[config.mk]
export PLATFORM = sky130hd
export DESIGN_NAME = modbus_rtu_register_slave_unit
export DESIGN_NICKNAME = d
export VERILOG_FILES = /design/src/hdl/mrs_pkg.sv /design/src/hdl/mrs_front.sv /design/src/hdl/mrs_cmd_fifo.sv /design/src/hdl/mrs_back.sv /design/src/hdl/modbus_rtu_register_slave_unit.sv
export SDC_FILE = /design/constraint.sdc
export NUM_CORES = 1
export LEC_CHECK = 0
export ABC_AREA = 1
export BUFFER_PORTS_ARGS = -buffer_cell sky130_fd_sc_hd__buf_2
export CAP_MARGIN = 10
export CORE_MARGIN = 5
export CORE_UTILIZATION = 35
export DETAILED_ROUTE_END_ITERATION = 6
export PLACE_DENSITY_LB_ADDON = 0.25
export SLEW_MARGIN = 20
export SYNTH_ARGS = -nofsm -noshare
export SYNTH_HDL_FRONTEND = slang
export SYNTH_SLANG_ARGS = --single-unit
[constraint.sdc]
create_clock -name i_clk -period 11.2 [get_ports i_clk]
set_input_delay 0 -clock i_clk [delete_from_list [all_inputs] [get_ports i_clk]]
set_output_delay 0 -clock i_clk [all_outputs]
set_load 0.02 [all_outputs]
[src/hdl/mrs_pkg.sv]
`timescale 1ns / 1ps
// shared constants, command type and crc-16 step for the modbus rtu register slave
// no dependencies

package mrs_pkg;

    localparam int REG_COUNT      = 16;
    localparam int FRAME_CAPACITY = 64;
    localparam int REG_AW         = $clog2(REG_COUNT);
    localparam int START_W        = $clog2(REG_COUNT + 1);
    localparam int FRAME_AW       = $clog2(FRAME_CAPACITY);
    localparam int LEN_W          = 7;
    localparam int MIN_FRAME      = 8;
    localparam int CMD_REGISTER   = 15;

    localparam logic [1:0] FUNC_RX_BYTE   = 2'd0;
    localparam logic [1:0] FUNC_LINE_IDLE = 2'd1;
    localparam logic [1:0] FUNC_LOCAL_WR  = 2'd2;

    localparam logic [7:0] MB_READ_REGS = 8'h03;
    localparam logic [7:0] MB_WRITE_REG = 8'h06;

    localparam logic [15:0] CRC_INIT = 16'hFFFF;
    localparam logic [15:0] CRC_POLY = 16'hA001;

    localparam logic [1:0] CMD_TABLE_WR = 2'd0;
    localparam logic [1:0] CMD_READ     = 2'd1;
    localparam logic [1:0] CMD_ECHO     = 2'd2;

    typedef struct packed {
        logic [1:0]         kind;
        logic [7:0]         dev;
        logic [START_W-1:0] start;
        logic [15:0]        arg;
        logic [LEN_W-1:0]   len;
    } t_cmd;

    function automatic logic [15:0] crc16_byte(input logic [15:0] crc_in, input logic [7:0] b);
        logic [15:0] c;
        c = crc_in ^ {8'h00, b};
        for (int k = 0; k < 8; k++) begin
            if (c[0]) begin
                c = (c >> 1) ^ CRC_POLY;
            end else begin
                c = c >> 1;
            end
        end
        return c;
    endfunction

endpackage

[src/hdl/mrs_front.sv]
`timescale 1ns / 1ps
// front end: frame store, running crc check, frame classification
// depends on mrs_pkg

module mrs_front import mrs_pkg::*; (
    input  logic                i_clk,
    input  logic                i_rst_n,
    input  logic                i_accept,
    input  logic [1:0]          i_func,
    input  logic [7:0]          i_rx_byte,
    input  logic [3:0]          i_reg_index,
    input  logic [15:0]         i_reg_value,
    input  logic [7:0]          i_dev_addr,
    input  logic                i_fifo_full,
    input  logic                i_echo_done,
    input  logic                i_rd_en,
    input  logic [FRAME_AW-1:0] i_rd_addr,
    output logic [7:0]          o_mem_q,
    output logic                o_busy,
    output logic                o_push,
    output t_cmd                o_push_cmd
);

    logic [7:0]       r_mem [FRAME_CAPACITY];
    logic [7:0]       r_mem_q;
    logic [LEN_W-1:0] r_len;
    logic [15:0]      r_crc;
    logic [7:0]       r_p1, r_p2;
    logic [7:0]       r_b0, r_b1, r_b2, r_b3, r_b4, r_b5;
    logic             r_echo_hold;

    logic        store, frame_end, good;
    logic [15:0] reg_addr, reg_arg;
    logic [16:0] range_end;
    t_cmd        cmd;

    assign store     = i_accept && (i_func == FUNC_RX_BYTE) &&
                       (r_len < LEN_W'(FRAME_CAPACITY));
    assign frame_end = i_accept && (i_func == FUNC_LINE_IDLE);
    assign reg_addr  = {r_b2, r_b3};
    assign reg_arg   = {r_b4, r_b5};
    assign range_end = {1'b0, reg_addr} + {1'b0, reg_arg};
    assign good      = (r_len >= LEN_W'(MIN_FRAME)) && (r_b0 == i_dev_addr) &&
                       (r_crc == {r_p1, r_p2});

    always_comb begin
        cmd       = '0;
        cmd.dev   = r_b0;
        cmd.arg   = reg_arg;
        cmd.len   = r_len;
        cmd.start = reg_addr[START_W-1:0];
        o_push    = 1'b0;
        if (i_accept && (i_func == FUNC_LOCAL_WR)) begin
            cmd.kind  = CMD_TABLE_WR;
            cmd.start = START_W'(i_reg_index);
            cmd.arg   = i_reg_value;
            o_push    = 1'b1;
        end else if (frame_end && good) begin
            if ((r_b1 == MB_READ_REGS) && (range_end <= 17'(REG_COUNT))) begin
                cmd.kind = CMD_READ;
                o_push   = 1'b1;
            end else if ((r_b1 == MB_WRITE_REG) && (reg_addr == 16'(CMD_REGISTER))) begin
                cmd.kind = CMD_ECHO;
                o_push   = 1'b1;
            end
        end
    end

    assign o_push_cmd = cmd;
    assign o_busy     = i_fifo_full || r_echo_hold;
    assign o_mem_q    = r_mem_q;

    always_ff @(posedge i_clk) begin
        if (store) begin
            r_mem[r_len[FRAME_AW-1:0]] <= i_rx_byte;
        end
        if (i_rd_en) begin
            r_mem_q <= r_mem[i_rd_addr];
        end
    end

    // crc runs two bytes behind so the trailing checksum stays out of it
    always_ff @(posedge i_clk) begin
        if (!i_rst_n) begin
            r_len       <= '0;
            r_crc       <= CRC_INIT;
            r_echo_hold <= 1'b0;
        end else begin
            if (frame_end) begin
                r_len <= '0;
                r_crc <= CRC_INIT;
            end else if (store) begin
                r_len <= r_len + 1'b1;
                if (r_len >= LEN_W'(2)) begin
                    r_crc <= crc16_byte(r_crc, r_p2);
                end
            end
            if (o_push && (cmd.kind == CMD_ECHO)) begin
                r_echo_hold <= 1'b1;
            end else if (i_echo_done) begin
                r_echo_hold <= 1'b0;
            end
        end
    end

    always_ff @(posedge i_clk) begin
        if (store) begin
            r_p1 <= i_rx_byte;
            r_p2 <= r_p1;
            if (r_len == LEN_W'(0)) r_b0 <= i_rx_byte;
            if (r_len == LEN_W'(1)) r_b1 <= i_rx_byte;
            if (r_len == LEN_W'(2)) r_b2 <= i_rx_byte;
            if (r_len == LEN_W'(3)) r_b3 <= i_rx_byte;
            if (r_len == LEN_W'(4)) r_b4 <= i_rx_byte;
            if (r_len == LEN_W'(5)) r_b5 <= i_rx_byte;
        end
    end

endmodule

[src/hdl/mrs_cmd_fifo.sv]
`timescale 1ns / 1ps
// two-entry command queue between front and back
// depends on mrs_pkg

module mrs_cmd_fifo import mrs_pkg::*; (
    input  logic i_clk,
    input  logic i_rst_n,
    input  logic i_push,
    input  t_cmd i_cmd,
    input  logic i_pop,
    output t_cmd o_cmd,
    output logic o_empty,
    output logic o_full
);

    t_cmd       r_mem [2];
    logic       r_wp, r_rp;
    logic [1:0] r_cnt;

    assign o_cmd   = r_mem[r_rp];
    assign o_empty = (r_cnt == 2'd0);
    assign o_full  = (r_cnt == 2'd2);

    always_ff @(posedge i_clk) begin
        if (i_push) begin
            r_mem[r_wp] <= i_cmd;
        end
    end

    always_ff @(posedge i_clk) begin
        if (!i_rst_n) begin
            r_wp  <= 1'b0;
            r_rp  <= 1'b0;
            r_cnt <= 2'd0;
        end else begin
            if (i_push) r_wp <= ~r_wp;
            if (i_pop)  r_rp <= ~r_rp;
            r_cnt <= r_cnt + {1'b0, i_push} - {1'b0, i_pop};
        end
    end

endmodule

[src/hdl/mrs_back.sv]
`timescale 1ns / 1ps
// back end: register table, pin controls and response byte sequencer
// depends on mrs_pkg

module mrs_back import mrs_pkg::*; (
    input  logic                i_clk,
    input  logic                i_rst_n,
    input  t_cmd                i_cmd,
    input  logic                i_empty,
    input  logic [7:0]          i_mem_q,
    output logic                o_pop,
    output logic                o_rd_en,
    output logic [FRAME_AW-1:0] o_rd_addr,
    output logic                o_echo_done,
    output logic                o_valid,
    output logic [7:0]          o_tx_byte,
    output logic                o_last_byte,
    output logic [3:0]          o_control_bits
);

    localparam logic [3:0] ST_IDLE    = 4'd0;
    localparam logic [3:0] ST_RD_ADDR = 4'd1;
    localparam logic [3:0] ST_RD_FUNC = 4'd2;
    localparam logic [3:0] ST_RD_CNT  = 4'd3;
    localparam logic [3:0] ST_RD_HI   = 4'd4;
    localparam logic [3:0] ST_RD_LO   = 4'd5;
    localparam logic [3:0] ST_CRC_LO  = 4'd6;
    localparam logic [3:0] ST_CRC_HI  = 4'd7;
    localparam logic [3:0] ST_ECHO    = 4'd8;

    logic [15:0]        r_tbl [REG_COUNT];
    logic [3:0]         r_pins;
    logic [3:0]         r_state;
    logic [7:0]         r_dev;
    logic [REG_AW-1:0]  r_ptr;
    logic [START_W-1:0] r_left;
    logic [15:0]        r_crc;
    logic [LEN_W-1:0]   r_ecnt, r_elen;
    logic               r_mv, r_ml;
    logic               r_valid, r_last;
    logic [7:0]         r_tx;

    logic        emit, emit_last, upd_crc;
    logic [7:0]  b;
    logic [15:0] cur;

    assign cur = r_tbl[r_ptr];

    always_comb begin
        emit      = 1'b1;
        emit_last = 1'b0;
        upd_crc   = 1'b1;
        b         = 8'h00;
        case (r_state)
            ST_RD_ADDR: b = r_dev;
            ST_RD_FUNC: b = MB_READ_REGS;
            ST_RD_CNT:  b = {{(7-START_W){1'b0}}, r_left, 1'b0};
            ST_RD_HI:   b = cur[15:8];
            ST_RD_LO:   b = cur[7:0];
            ST_CRC_LO: begin
                b       = r_crc[7:0];
                upd_crc = 1'b0;
            end
            ST_CRC_HI: begin
                b         = r_crc[15:8];
                upd_crc   = 1'b0;
                emit_last = 1'b1;
            end
            default: begin
                emit    = 1'b0;
                upd_crc = 1'b0;
            end
        endcase
    end

    assign o_pop       = (r_state == ST_IDLE) && !i_empty;
    assign o_rd_en     = (r_state == ST_ECHO);
    assign o_rd_addr   = r_ecnt[FRAME_AW-1:0];
    assign o_echo_done = r_mv && r_ml;

    always_ff @(posedge i_clk) begin
        if (!i_rst_n) begin
            r_state <= ST_IDLE;
            r_pins  <= '0;
            r_mv    <= 1'b0;
            r_valid <= 1'b0;
            for (int k = 0; k < REG_COUNT; k++) begin
                r_tbl[k] <= '0;
            end
        end else begin
            r_mv    <= o_rd_en;
            r_valid <= emit || r_mv;
            case (r_state)
                ST_IDLE: begin
                    if (o_pop) begin
                        case (i_cmd.kind)
                            CMD_TABLE_WR: r_tbl[i_cmd.start[REG_AW-1:0]] <= i_cmd.arg;
                            CMD_READ:     r_state <= ST_RD_ADDR;
                            CMD_ECHO: begin
                                r_tbl[CMD_REGISTER] <= i_cmd.arg;
                                r_pins  <= {~i_cmd.arg[3], i_cmd.arg[2:0]};
                                r_state <= ST_ECHO;
                            end
                            default: r_state <= ST_IDLE;
                        endcase
                    end
                end
                ST_RD_ADDR: r_state <= ST_RD_FUNC;
                ST_RD_FUNC: r_state <= ST_RD_CNT;
                ST_RD_CNT:  r_state <= (r_left == '0) ? ST_CRC_LO : ST_RD_HI;
                ST_RD_HI:   r_state <= ST_RD_LO;
                ST_RD_LO:   r_state <= (r_left == START_W'(1)) ? ST_CRC_LO : ST_RD_HI;
                ST_CRC_LO:  r_state <= ST_CRC_HI;
                ST_CRC_HI:  r_state <= ST_IDLE;
                ST_ECHO: begin
                    if (r_ecnt == r_elen - 1'b1) begin
                        r_state <= ST_IDLE;
                    end
                end
                default: r_state <= ST_IDLE;
            endcase
        end
    end

    always_ff @(posedge i_clk) begin
        if (o_pop) begin
            r_dev  <= i_cmd.dev;
            r_ptr  <= i_cmd.start[REG_AW-1:0];
            r_left <= i_cmd.arg[START_W-1:0];
            r_crc  <= CRC_INIT;
            r_ecnt <= '0;
            r_elen <= i_cmd.len;
        end else begin
            if (upd_crc) r_crc <= crc16_byte(r_crc, b);
            if (r_state == ST_RD_LO) begin
                r_ptr  <= r_ptr + 1'b1;
                r_left <= r_left - 1'b1;
            end
            if (o_rd_en) r_ecnt <= r_ecnt + 1'b1;
        end
        r_ml <= (r_ecnt == r_elen - 1'b1);
        if (r_mv) begin
            r_tx   <= i_mem_q;
            r_last <= r_ml;
        end else begin
            r_tx   <= b;
            r_last <= emit_last;
        end
    end

    assign o_valid        = r_valid;
    assign o_tx_byte      = r_tx;
    assign o_last_byte    = r_last;
    assign o_control_bits = r_pins;

endmodule

[src/hdl/modbus_rtu_register_slave_unit.sv]
`timescale 1ns / 1ps
// top level of the modbus rtu register slave: apb register, front, queue, back
// depends on mrs_pkg, mrs_front, mrs_cmd_fifo, mrs_back

// Each item (received byte, line idle, local table write) is taken when start
// is high and busy is low. A line-idle item on a valid frame queues a command;
// the back end then sends the response one byte per cycle on o_tx_valid, which
// cannot be held off: a read of n registers gives 5+2n bytes, an echo gives the
// frame's length in bytes through the registered frame store read. Busy is high
// while the two-entry command queue is full and from a write-echo frame end
// until its last byte goes out, since the echo reads the frame store.
module modbus_rtu_register_slave_unit import mrs_pkg::*; (
    input  logic        i_clk,
    input  logic        i_rst_n,
    // item transfer
    input  logic        start,
    output logic        busy,
    input  logic [1:0]  i_func,
    input  logic [7:0]  i_rx_byte,
    input  logic [3:0]  i_reg_index,
    input  logic [15:0] i_reg_value,
    // response transfer
    output logic        o_tx_valid,
    output logic [7:0]  o_tx_byte,
    output logic        o_last_byte,
    output logic [3:0]  o_control_bits,
    // configuration
    input  logic        psel,
    input  logic        penable,
    input  logic        pwrite,
    input  logic [2:0]  paddr,
    input  logic [31:0] pwdata,
    output logic [31:0] prdata,
    output logic        pready
);

    logic [7:0]          r_dev_addr;
    logic                accept;
    logic                fifo_full, fifo_empty, push, pop, echo_done, rd_en;
    logic [FRAME_AW-1:0] rd_addr;
    logic [7:0]          mem_q;
    t_cmd                push_cmd, pop_cmd;

    // device address register at byte address zero
    assign pready = 1'b1;
    assign prdata = (paddr[2] == 1'b0) ? {24'h0, r_dev_addr} : 32'h0;

    always_ff @(posedge i_clk) begin
        if (!i_rst_n) begin
            r_dev_addr <= 8'd1;
        end else if (psel && penable && pwrite && pready && (paddr[2] == 1'b0)) begin
            r_dev_addr <= pwdata[7:0];
        end
    end

    assign accept = start && !busy;

    mrs_front u_front (
        .i_clk       (i_clk),
        .i_rst_n     (i_rst_n),
        .i_accept    (accept),
        .i_func      (i_func),
        .i_rx_byte   (i_rx_byte),
        .i_reg_index (i_reg_index),
        .i_reg_value (i_reg_value),
        .i_dev_addr  (r_dev_addr),
        .i_fifo_full (fifo_full),
        .i_echo_done (echo_done),
        .i_rd_en     (rd_en),
        .i_rd_addr   (rd_addr),
        .o_mem_q     (mem_q),
        .o_busy      (busy),
        .o_push      (push),
        .o_push_cmd  (push_cmd)
    );

    mrs_cmd_fifo u_fifo (
        .i_clk   (i_clk),
        .i_rst_n (i_rst_n),
        .i_push  (push),
        .i_cmd   (push_cmd),
        .i_pop   (pop),
        .o_cmd   (pop_cmd),
        .o_empty (fifo_empty),
        .o_full  (fifo_full)
    );

    mrs_back u_back (
        .i_clk          (i_clk),
        .i_rst_n        (i_rst_n),
        .i_cmd          (pop_cmd),
        .i_empty        (fifo_empty),
        .i_mem_q        (mem_q),
        .o_pop          (pop),
        .o_rd_en        (rd_en),
        .o_rd_addr      (rd_addr),
        .o_echo_done    (echo_done),
        .o_valid        (o_tx_valid),
        .o_tx_byte      (o_tx_byte),
        .o_last_byte    (o_last_byte),
        .o_control_bits (o_control_bits)
    );

    // queue never takes a command while full
    a_no_overflow: assert property (@(posedge i_clk) disable iff (!i_rst_n)
        push |-> !fifo_full)
        else $error("command pushed into full queue");

    // queue never popped while empty
    a_no_underflow: assert property (@(posedge i_clk) disable iff (!i_rst_n)
        pop |-> !fifo_empty)
        else $error("command popped from empty queue");

    // frame store is not refilled while an echo reads it
    a_echo_guard: assert property (@(posedge i_clk) disable iff (!i_rst_n)
        rd_en |-> !accept)
        else $error("item accepted during echo read");

    // last byte only on a strobed response byte
    a_last_strobed: assert property (@(posedge i_clk) disable iff (!i_rst_n)
        o_last_byte |-> o_tx_valid)
        else $error("last byte without strobe");

endmodule

==> results of run 1 <==
[cells in the final DEF (no fill, tap or decap), drive strengths merged, types with 14 or more instances in the layout]
cell type / n
a31oi: 14
xor2: 26
nand2: 622
dfxtp: 84
clkbuf: 150
nor2: 741
nand3: 209
o22ai: 79
clkinv: 47
a21oi: 76
o221ai: 59
nor4: 15
nor3: 30
edfxtp: 938
nand4: 31
inv: 145
mux2: 18
ha: 30
mux2i: 21
o211ai: 34
dlygate4sd3: 53
o21ai: 376
buf: 124
conb: 25
xnor2: 20
[worst reg2reg max path, stage by stage (launching register included)]
cell	delay [ns]
dfxtp_1	0.35
inv_1	0.05
a21oi_1	0.45
nand2_1	0.22
nor2_2	0.12
buf_4	0.31
inv_1	0.18
nor2_1	0.23
nand3_1	0.81
nor2_1	1.04
[synth_stat cells, types with 33 or more instances]
| master | instances |
|---|---|
| clkbuf_1 | 160 |
| edfxtp_1 | 938 |
| o22ai_1 | 79 |
| inv_1 | 135 |
| nand2_1 | 613 |
| a21oi_1 | 76 |
| nor2_1 | 737 |
| nand3_1 | 206 |
| o211ai_1 | 33 |
| o221ai_1 | 59 |
| o21ai_0 | 365 |
| dfxtp_1 | 84 |
| buf_4 | 34 |
[registers in the layout, indices dropped and copies added, names as in the netlist, 16 cells and up, named ones only]
| signal | flops |
|---|---|
| u_fifo.r_mem | 74 |
| u_front.r_crc | 16 |
| u_front.r_mem | 512 |
| u_back.r_crc | 16 |
| u_back.r_tbl | 256 |
[area by class of cell]
class	instances	area [µm²]	share of cell area
Sequential cell	1022	29900	0.607
Multi-Input combinational cell	2463	12000	0.244
Clock buffer	150	2940	0.0598
Tap cell	1637	2050	0.0416
Timing Repair Buffer	177	1290	0.0263
Inverter	147	563	0.0114
Clock inverter	52	480	0.00976
Antenna cell	1	2.50	0.0000508
[through the flow]
stage          power (W)  hold slack, ns
2_1_floorplan    0.00631          0.0989
3_3_place_gp     0.00718           0.225
3_5_place_dp     0.00719           0.223
4_1_cts           0.0107          0.0129
5_1_grt           0.0111          0.0387
6_report          0.0106          0.0364
[power breakdown]
part           internal, W  total [W]  switching (W)  leakage (nW)
combinational     0.000724    0.00259        0.00186          6.40
clock              0.00196    0.00348        0.00152          1.67
sequential         0.00439    0.00455       0.000155          9.50
[per-layer routing]
metal / vias up / routed length [µm] / global-route usage
li1: 13700 / - / -
met1: 14400 / 51700 / 0.240
met2: 855 / 55800 / 0.287
met3: 185 / 7150 / 0.0276
met4: 0 / 3620 / 0.0588
met5: - / 0 / 0
[cell families after synthesis]
family	count (synthesis)	synth area share
fa+ha+maj	31	0.00912
flops	1022	0.688
simple gates	1665	0.156
buf+inv	387	0.0398
compound gates	657	0.0874
other cells	2	0.000173
mux	39	0.00952
xor+xnor	46	0.00929
[final timing paths]
path / from / end / slack (ns) / cells past startpoint
worst max-delay path: u_fifo.r_cnt[0] / u_front.r_mem[58][1] / 7.02 / 9
worst min register to register: u_front.o_mem_q[7] / u_back.o_tx_byte[7] / 0.39 / 2
worst max register to register: u_fifo.r_cnt[0] / u_front.r_mem[58][1] / 7.02 / 9
worst min-delay path: i_rx_byte[6] / u_front.r_mem[59][6] / 0.04 / 2
==> key figures, run 1 <==
STA
  • Max Slew Vio Count: 0
  • Endpoints failing setup: 0
  • Fmax: 239 MHz
  • Final min period: 4.18 ns
  • Slack of the critical path: 7.02 ns
  • Setup TNS: 0 ns
  • RSZ-0062 raised after global routing: no
  • Hold Vio Cnt, Final: 0
  • Clock Skews: 0.0812 ns
  • Slew headroom: 0.261
  • Final Cycle Share: 0.373
  • Worst-margin pin slew: 1.10 ns

Synthesis
  • Distinct cell type count of the synthesized netlist: 53
  • Avg Cell Area, Syn: 11.3 µm²
  • YS warnings: 0
  • Area of the mapped netlist: 0.0434 mm²
  • Synth area leaders: edfxtp_1 65%, nor2_1 6.4%, nand2_1 5.3%
  • Ys async rst share: 0
  • Register area share after synthesis: 0.688
  • Top cell type by total area after synthesis: edfxtp_1
  • Gate Count Post-Synth: 3849
  • Synth Register Bits: 1022
  • Number of enable flip-flop cells after synthesis: 938
  • Post-synth top flop: edfxtp_1
  • Yosys top cell area share: 0.650

Clocking
  • CTS Buf Count: 108
  • Post-CTS Hold Fix Bufs: 53
  • Clock Tree Root: clkbuf_16
  • Register clock-pin slew on the reported worst setup and hold paths: 0.06 ns
  • CTS Buffer Depth: 3
  • Latest clock arrival within the worst-skew pair: 0.74 ns
  • Post-CTS sizing: 0
  • Clock Sinks: 1022
  • # H-tree levels: 3
  • CTS tree: done
  • Postcts setup bufs: 0

Critical path
  • CP peak stage delay: 1.03 ns
  • Max stage delay cell, worst path: nor2_1
  • Critical path fanouts, max: 22
  • Crit path kind: reg2reg
  • Worst path cell trace: inv_1 -> a21oi_1 -> nand2_1 -> nor2_2 -> buf_4 -> inv_1 -> nor2_1 -> nand3_1 -> nor2_1
  • Setup crit end kind: flop
  • Type of origin of the critical path: flop
  • WP data required: 11.50 ns
  • CP top delay family: simple AND/OR/NAND/NOR gates
  • Crit path arrival time: 4.48 ns
  • Buf+Inv Stages, Crit Path: 3

Detailed routing
  • Wire per inst: 20.9 µm
  • Remaining antenna violation count: 0
  • Vias: 29100
  • Initial DRC count: 2346
  • DRT Pass-1 Iters: 5
  • Via density: 5.16
  • Drt drc: 0
  • Routed WL: 118000 µm

Global route
  • Largest net degree at the start of global routing: 125
  • Initial antenna violation count: 1
  • First-pass GRT wire length: 176000 µm
  • Global-route usage over all layers: 0.175
  • Residual overflow from global routing: 0
  • Vias in the first global route: 27700

Job
  • Max Cap Viol: 0

Power
  • Pwr per Cell Area: 216 mW/mm²
  • Peak VDD IR: 423 µV
  • Leak: 17.6 nW

Finish
  • Final nets: 4021
  • Layout area overhead: 13.5%
  • Number of fill cells: 11800
  • Design Area, Final: 0.0492 mm²
  • Layout cell share with drive strength beyond 1: 0.0895
  • Fin cells: 5649
  • Final core occ: 0.399

Die
  • Num rows: 129
  • Die ar.: 0.131 mm²
  • Core Region: 0.123 mm²
  • Die Ht: 362 µm
  • Starting Density: 0.351
  • I/O pin cnt: 119
  • Die W: 362 µm

Place
  • Placed Area: 0.0452 mm²
  • Placed instance count: 5393
  • HPWL Detailed: 68400 µm
  • Gp weighted congestion: 0.816
  • Port bufs: 67
  • Setup WS pre-CTS: 7.03 ns

Run status
  • Status: finished, final reports clean

Min path
  • Type of the tightest min-delay check: in2reg
(Power assumes the default switching activity.)
==> run 2, diff against run 1 <==
--- a/config.mk
+++ b/config.mk
@@ -5,7 +5,7 @@
 export SDC_FILE = /design/constraint.sdc
 export NUM_CORES = 1
 export LEC_CHECK = 0
-export ABC_AREA = 1
+export ABC_AREA = 0
 export BUFFER_PORTS_ARGS = -buffer_cell sky130_fd_sc_hd__buf_2
 export CAP_MARGIN = 10
 export CORE_MARGIN = 5
==> constraint.sdc (replaced) <==
create_clock -name i_clk -period 3.8 [get_ports i_clk]
set_input_delay 0 -clock i_clk [delete_from_list [all_inputs] [get_ports i_clk]]
set_output_delay 0 -clock i_clk [all_outputs]
set_load 0.02 [all_outputs]
==> key figures, run 2 <==
Finish
  • Antenna Cells: 0 (was 1)
  • Number of fill cells: 10700 (was 11800)
  • Design Area, Final: 0.0498 mm² (was 0.0492 mm²)
  • Final nets: 2852 (was 4021)
  • Commonest non-fill, non-tap cells in the layout: 938 x edfxtp_1, 383 x nor2_1, 231 x mux4_2 (was 938 x edfxtp_1, 733 x nor2_1, 613 x nand2_1)
  • Layout cell share with drive strength beyond 1: 0.261 (was 0.0895)
  • Top flop regs: u_front.r_mem: 512 flops, u_back.r_tbl: 256 flops, u_fifo.r_mem: 74 flops (unchanged)
  • Largest register by flop count: u_front.r_mem (unchanged)
  • Leading cell type in the layout, fill and taps excluded: edfxtp_1 (unchanged)
  • Layout area overhead: 18.2% (was 13.5%)
  • Number of flip-flops in the largest register: 512 (unchanged)

Synthesis
  • Synth area leaders: edfxtp_1 67%, mux4_2 12%, dfxtp_1 4.0% (was edfxtp_1 65%, nor2_1 6.4%, nand2_1 5.3%)
  • Post-synth top flop: edfxtp_1 (unchanged)
  • Register area share after synthesis: 0.709 (was 0.688)
  • Avg Cell Area, Syn: 17.0 µm² (was 11.3 µm²)
  • Top cell type by total area after synthesis: edfxtp_1 (unchanged)
  • Ys async rst share: 0 (unchanged)
  • Gate Count Post-Synth: 2472 (was 3849)
  • YS warnings: 0 (unchanged)
  • Count leader, synth: edfxtp_1 (unchanged)
  • Yosys top cell area share: 0.669 (was 0.650)
  • Synth Register Bits: 1022 (unchanged)
  • Area of the mapped netlist: 0.0421 mm² (was 0.0434 mm²)
  • Number of enable flip-flop cells after synthesis: 938 (unchanged)
  • Post-synth top cells: 938 x edfxtp_1, 385 x nor2_1, 231 x mux4_2, 127 x nand2_1, 92 x clkbuf_1 (was 938 x edfxtp_1, 737 x nor2_1, 613 x nand2_1, 365 x o21ai_0, 206 x nand3_1)
  • Distinct cell type count of the synthesized netlist: 73 (was 53)

Die
  • Num rows: 127 (was 129)
  • Die W: 357 µm (was 362 µm)
  • Die ar.: 0.127 mm² (was 0.131 mm²)
  • Starting Density: 0.352 (was 0.351)
  • Die Ht: 357 µm (was 362 µm)
  • I/O pin cnt: 119 (unchanged)
  • Core Region: 0.120 mm² (was 0.123 mm²)

Place
  • HPWL Detailed: 68400 µm (about the same)
  • Gp weighted congestion: 0.818 (was 0.816)
  • Setup WS pre-CTS: -0.141 ns (was 7.03 ns)
  • Placed Area: 0.0454 mm² (was 0.0452 mm²)
  • Port bufs: 67 (unchanged)

Detailed routing
  • Remaining antenna violation count: 0 (unchanged)
  • Drt drc: 0 (unchanged)
  • Initial DRC count: 2092 (was 2346)
  • Vias: 22800 (was 29100)
  • DRT Pass-1 Iters: 7 (was 5)
  • Via density: 5.12 (was 5.16)
  • Routed WL: 106000 µm (was 118000 µm)
  • Wire per inst: 23.8 µm (was 20.9 µm)

Power
  • Total power draw: 0.0299 W (was 0.0106 W)
  • Cell Int Power: 0.0218 W (was 0.00708 W)
  • Clock network power share: 0.351 (was 0.328)
  • Peak VDD IR: 413 µV (was 423 µV)
  • Reg power frac: 0.443 (was 0.429)
  • Combinational fraction of design power: 0.205 (was 0.244)
  • Switching Fraction: 0.270 (was 0.333)
  • Sw Pwr: 0.00809 W (was 0.00354 W)
  • Pwr per Cell Area: 601 mW/mm² (was 216 mW/mm²)
  • Leak: 16.9 nW (was 17.6 nW)

STA
  • Clock Skews: 0.0734 ns (was 0.0812 ns)
  • Fmax: 261 MHz (was 239 MHz)
  • WHS: 0.0138 ns (was 0.0364 ns)
  • Final min period: 3.83 ns (was 4.18 ns)
  • Slack of the critical path: -0.0285 ns (was 7.02 ns)
  • Setup TNS: -0.228 ns (was 0 ns)
  • RSZ-0062 raised after global routing: yes (was no)
  • Final Cycle Share: 1.01 (was 0.373)
  • Max Slew Vio Count: 0 (unchanged)
  • Slew headroom: 0.299 (was 0.261)
  • Endpoints failing setup: 18 (was 0)
  • Hold Vio Cnt, Final: 0 (unchanged)
  • Worst-margin pin slew: 1.03 ns (was 1.10 ns)

Clocking
  • Clock Tree Root: clkbuf_16 (unchanged)
  • Register clock-pin slew on the reported worst setup and hold paths: 0.06 ns (about the same)
  • Clock Sinks: 1022 (unchanged)
  • CTS Buf Count: 106 (was 108)
  • Latest clock arrival within the worst-skew pair: 0.71 ns (was 0.74 ns)
  • CTS Buffer Depth: 3 (unchanged)
  • CTS tree: done (unchanged)
  • # H-tree levels: 3 (unchanged)

Run status
  • Violated checks: setup timing
  • Status: complete, but fails checks (was finished, final reports clean)

Global route
  • Largest net degree at the start of global routing: 82 (was 125)
  • Residual overflow from global routing: 0 (unchanged)
  • Global-route usage over all layers: 0.164 (was 0.175)
  • Met3 Track Usage GR: 0.0297 (was 0.0276)
  • First-pass GRT wire length: 156000 µm (was 176000 µm)
  • Gr busiest metal: met2 (unchanged)
  • Vias in the first global route: 23400 (was 27700)
  • Initial antenna violation count: 5 (was 1)
  • GR Util met2: 0.272 (was 0.287)
  • GR met1 Demand/Resource: 0.225 (was 0.240)

Critical path
  • Type of origin of the critical path: flop (unchanged)
  • Worst path cell trace: buf_6 -> fa_2 -> a21o_1 -> a21o_1 -> a21o_1 -> a21oi_4 -> o21ai_4 -> a221oi_2 -> mux2i_1 -> nand4_1 -> nor4_4 -> nor2_2 -> buf_4 -> nor2_4 -> buf_6 -> buf_16 (was inv_1 -> a21oi_1 -> nand2_1 -> nor2_2 -> buf_4 -> inv_1 -> nor2_1 -> nand3_1 -> nor2_1)
  • Crit path arrival time: 4.19 ns (was 4.48 ns)
  • WP data required: 4.16 ns (was 11.50 ns)
  • Setup crit end kind: flop (unchanged)
  • Max stage delay cell, worst path: edfxtp_1 (was nor2_1)
  • Crit path kind: reg2reg (unchanged)
  • Cell mode on critical path: a21o_1
  • Critical path fanouts, max: 6 (was 22)
  • CP peak stage delay: 0.45 ns (was 1.03 ns)

Job
  • Max Cap Viol: 0 (unchanged)

Min path
  • Type of the tightest min-delay check: in2reg (unchanged)
run 2: metal layers:
metal / vias to the layer above / routed length, µm
li1: 10100 / -
met1: 11800 / 45200
met2: 714 / 51500
met3: 160 / 6830
met4: 0 / 2390
met5: - / 0
run 2: logic make-up after synthesis:
logic type                 share of synthesized area
xor gates and xnor gates                      0.0191
buffers and inverters                         0.0204
other                                       0.000178
adders and majority gates                    0.00939
and+or+nand+nor                               0.0660
AOI/OAI and AO/OA                             0.0218
muxes                                          0.155
DFF                                            0.709
run 2: what timing repair did:
action | in CTS | in global routing
hold buffers | 46 | 0
pin swaps | 2 | 3
setup buffers | 6 | 4
endpoints found under the hold margin | 207 | 0
setup endpoints to repair | 77 | 80
gates cloned | 1 | 5
gates resized for setup | 8 | 15
run 2: cell type report:
cell class,count,area [µm²],share of cell area
Clock inverter,63,771,0.0155
Inverter,25,93.8,0.00188
Timing Repair Buffer,311,2570,0.0516
Sequential cell,1022,29900,0.600
Tap cell,1612,2020,0.0405
Multi-Input combinational cell,1284,11700,0.235
Clock buffer,131,2790,0.0560
run 2: critical path: cells and delay by family (launching register included):
| family | cells | cell delay (ns) |
|---|---|---|
| buf+inv | 4 | 0.58 |
| mux | 1 | 0.21 |
| compound gates | 6 | 1.10 |
| fa+ha+maj | 1 | 0.39 |
| simple gates | 4 | 0.75 |
| flops | 1 | 0.45 |
run 2: per-stage QoR:
stage | instances | utilization
after floorplan | 2495 | -
after detailed placement | 4193 | 0.379
after global routing | 4448 | 0.416
final | 4448 | 0.416
after global placement | 4193 | 0.379
after CTS | 4440 | 0.414
run 2: power by group through the flow:
stage	Combinational (W)	Clock [W]	Sequential, W
global placement	0.00600	0	0.0135
global route	0.00661	0.0112	0.0133
floorplan	0.00415	0	0.0133
CTS	0.00612	0.0107	0.0133
detailed placement	0.00606	0	0.0135
finish	0.00615	0.0105	0.0133
run 2: worst paths after layout:
check                               to            start  slack [ns]  cells after the start
hold reg to reg        u_front.r_p2[7]  u_front.r_p1[7]        0.47                      0
setup / recovery   u_fifo.r_mem[0][12]  u_front.r_b5[1]       -0.03                     16
setup reg to reg   u_fifo.r_mem[0][12]  u_front.r_b5[1]       -0.03                     16
hold / removal    u_front.r_mem[39][5]     i_rx_byte[5]        0.01                      1
==> run 3, diff against run 2 <==
--- a/config.mk
+++ b/config.mk
@@ -11,8 +11,11 @@
 export CORE_MARGIN = 5
 export CORE_UTILIZATION = 35
 export DETAILED_ROUTE_END_ITERATION = 6
+export HOLD_SLACK_MARGIN = 0.05
 export PLACE_DENSITY_LB_ADDON = 0.25
+export SETUP_SLACK_MARGIN = 0.5
 export SLEW_MARGIN = 20
 export SYNTH_ARGS = -nofsm -noshare
 export SYNTH_HDL_FRONTEND = slang
 export SYNTH_SLANG_ARGS = --single-unit
+export TNS_END_PERCENT = 1
==> key figures, run 3 (synthesis gave the netlist of run 2 again) <==
Run status
  • Status: complete, but fails checks (unchanged)
  • Violated checks: setup timing (unchanged)

Critical path
  • CP peak stage delay: 0.40 ns (was 0.45 ns)
  • Type of origin of the critical path: flop (unchanged)
  • Buf+Inv Stages, Crit Path: 3 (was 4)
  • WP data required: 4.20 ns (was 4.16 ns)
  • Max stage delay cell, worst path: edfxtp_1 (unchanged)
  • Worst path cell trace: ha_2 -> fa_2 -> buf_6 -> a21o_1 -> a21o_1 -> a21o_1 -> a21oi_4 -> o21ai_4 -> a221oi_2 -> mux2i_1 -> nand4_1 -> nor4_4 -> nor2_2 -> buf_4 -> nor2_4 -> clkbuf_16 (was buf_6 -> fa_2 -> a21o_1 -> a21o_1 -> a21o_1 -> a21oi_4 -> o21ai_4 -> a221oi_2 -> mux2i_1 -> nand4_1 -> nor4_4 -> nor2_2 -> buf_4 -> nor2_4 -> buf_6 -> buf_16)
  • CP top delay family: compound AO/OA/AOI/OAI gates (unchanged)
  • Setup crit end kind: flop (unchanged)
  • Crit path kind: reg2reg (unchanged)
  • Critical path fanouts, max: 11 (was 6)
  • Crit path arrival time: 4.43 ns (was 4.19 ns)
  • Critical path depth: 16 (unchanged)
  • Cell mode on critical path: a21o_1 (unchanged)
  • Reg2reg path depth: 16 (unchanged)

Detailed routing
  • Routed WL: 106000 µm (about the same)
  • Via density: 5.09 (was 5.12)
  • Vias: 22700 (was 22800)
  • DRT Pass-1 Iters: 5 (was 7)
  • Initial DRC count: 2076 (was 2092)
  • Remaining antenna violation count: 0 (unchanged)
  • Drt drc: 0 (unchanged)
  • Wire per inst: 23.8 µm (about the same)

Clocking
  • Clock Tree Root: clkbuf_16 (unchanged)
  • Latest clock arrival within the worst-skew pair: 0.69 ns (was 0.71 ns)
  • # H-tree levels: 3 (unchanged)
  • Register clock-pin slew on the reported worst setup and hold paths: 0.06 ns (about the same)
  • Clock Sinks: 1022 (unchanged)
  • CTS Buf Count: 108 (was 106)
  • CTS Buffer Depth: 3 (unchanged)
  • CTS tree: done (unchanged)

STA
  • Hold Vio Cnt, Final: 0 (unchanged)
  • Endpoints failing setup: 75 (was 18)
  • WHS: 0.0479 ns (was 0.0138 ns)
  • Worst-margin pin slew: 1.03 ns (about the same)
  • Final min period: 4.03 ns (was 3.83 ns)
  • Clock Skews: 0.0333 ns (was 0.0734 ns)
  • Final Cycle Share: 1.06 (was 1.01)
  • Max Slew Vio Count: 0 (unchanged)
  • Slew headroom: 0.301 (was 0.299)
  • Fmax: 248 MHz (was 261 MHz)
  • Slack of the critical path: -0.227 ns (was -0.0285 ns)
  • RSZ-0062 raised after global routing: yes (unchanged)

Job
  • Max Cap Viol: 0 (unchanged)

Global route
  • Global-route usage over all layers: 0.166 (was 0.164)
  • Vias in the first global route: 23400 (about the same)
  • First-pass GRT wire length: 157000 µm (was 156000 µm)
  • Largest net degree at the start of global routing: 72 (was 82)
  • Residual overflow from global routing: 0 (unchanged)
  • Initial antenna violation count: 0 (was 5)

Finish
  • Layout cell share with drive strength beyond 1: 0.278 (was 0.261)
  • Fin cells: 4458 (was 4448)
  • Commonest non-fill, non-tap cells in the layout: 938 x edfxtp_1, 366 x nor2_1, 231 x mux4_2 (was 938 x edfxtp_1, 383 x nor2_1, 231 x mux4_2)
  • Number of flip-flops in the largest register: 512 (unchanged)
  • Layout area overhead: 18.4% (was 18.2%)
  • Antenna Cells: 0 (unchanged)
  • Final nets: 2859 (was 2852)
  • Leading cell type in the layout, fill and taps excluded: edfxtp_1 (unchanged)
  • Top flop regs: u_front.r_mem: 512 flops, u_back.r_tbl: 256 flops, u_fifo.r_mem: 74 flops (unchanged)
  • Final core occ: 0.416 (about the same)
  • Largest register by flop count: u_front.r_mem (unchanged)

Min path
  • Type of the tightest min-delay check: in2reg (unchanged)
  • Hold path cells: 4 (was 1)

Place
  • Port bufs: 67 (unchanged)
  • HPWL Detailed: 68700 µm (was 68400 µm)
  • Setup WS pre-CTS: -0.326 ns (was -0.141 ns)
  • Placed instance count: 4205 (was 4193)
  • Gp weighted congestion: 0.825 (was 0.818)

Die
  • Die ar.: 0.127 mm² (unchanged)
  • I/O pin cnt: 119 (unchanged)
  • Num rows: 127 (unchanged)
  • Die W: 357 µm (unchanged)
  • Core Region: 0.120 mm² (unchanged)
  • Die Ht: 357 µm (unchanged)
  • Starting Density: 0.352 (unchanged)

Power
  • Leak: 16.9 nW (about the same)
  • Pwr per Cell Area: 599 mW/mm² (was 601 mW/mm²)
  • Cell Int Power: 0.0217 W (was 0.0218 W)
  • Total power draw: 0.0299 W (about the same)
  • Switching Fraction: 0.273 (was 0.270)
  • Combinational fraction of design power: 0.208 (was 0.205)
  • Reg power frac: 0.445 (was 0.443)
  • Clock network power share: 0.347 (was 0.351)
  • Sw Pwr: 0.00815 W (was 0.00809 W)
  • Peak VDD IR: 368 µV (was 413 µV)
==> run 3: power by group through the flow <==
stage / registers, W / clock network [W] / logic, W
floorplan: 0.0133 / 0 / 0.00415
global placement: 0.0135 / 0 / 0.00599
detailed placement: 0.0135 / 0 / 0.00606
CTS: 0.0133 / 0.0106 / 0.00625
global route: 0.0134 / 0.0111 / 0.00667
finish: 0.0133 / 0.0104 / 0.00623
==> run 3: area by class of cell <==
class                   instances  area, µm²
inverters                      25       93.8
multi-input cells            1284      11900
fillers                     10800      69900
well taps                    1612       2020
clock buffers                 146       3000
flip-flops and latches       1022      29900
repair buffers                316       2550
clock inverters                53        500
==> run 3: stage by stage <==
step / setup TNS, ns / cell area [µm²]
2_1_floorplan: 0 / 42300
3_3_place_gp: -6.48 / 45500
3_5_place_dp: -11.93 / 45500
4_1_cts: -7.90 / 49700
5_1_grt: -20.73 / 49900
6_report: -8.91 / 49900
==> run 3: tightest hold or removal path, cell delays in order <==
cell and delay [ns]:
buf_2 0.10, nand4b_1 0.38, nand2_1 0.10, a21oi_1 0.12
==> run 3: layer usage <==
metal	vias up	wire [µm]	GRT usage
li1	10100	-	-
met1	11700	45800	0.228
met3	156	6860	0.0377
met5	-	0	0
met4	0	2540	0.0444
met2	713	50900	0.267
==> run 3: worst paths after layout <==
| check | start | end | slack, ns |
|---|---|---|---|
| min reg2reg | u_front.r_p1[3] | u_front.r_p2[3] | 0.47 |
| max reg2reg | u_front.r_b3[0] | u_fifo.r_mem[0][19] | -0.23 |
| min | pwrite | r_dev_addr[3] | 0.05 |
| max | u_front.r_b3[0] | u_fifo.r_mem[0][19] | -0.23 |
==> run 3: timing repair <==
item	in CTS	in global routing
gates cloned	0	2
buffers inserted	0	3
endpoints found under the hold margin	259	50
endpoints found under the setup margin	149	321
hold buffers	48	1
gates resized for setup	34	30
pin swaps	12	8
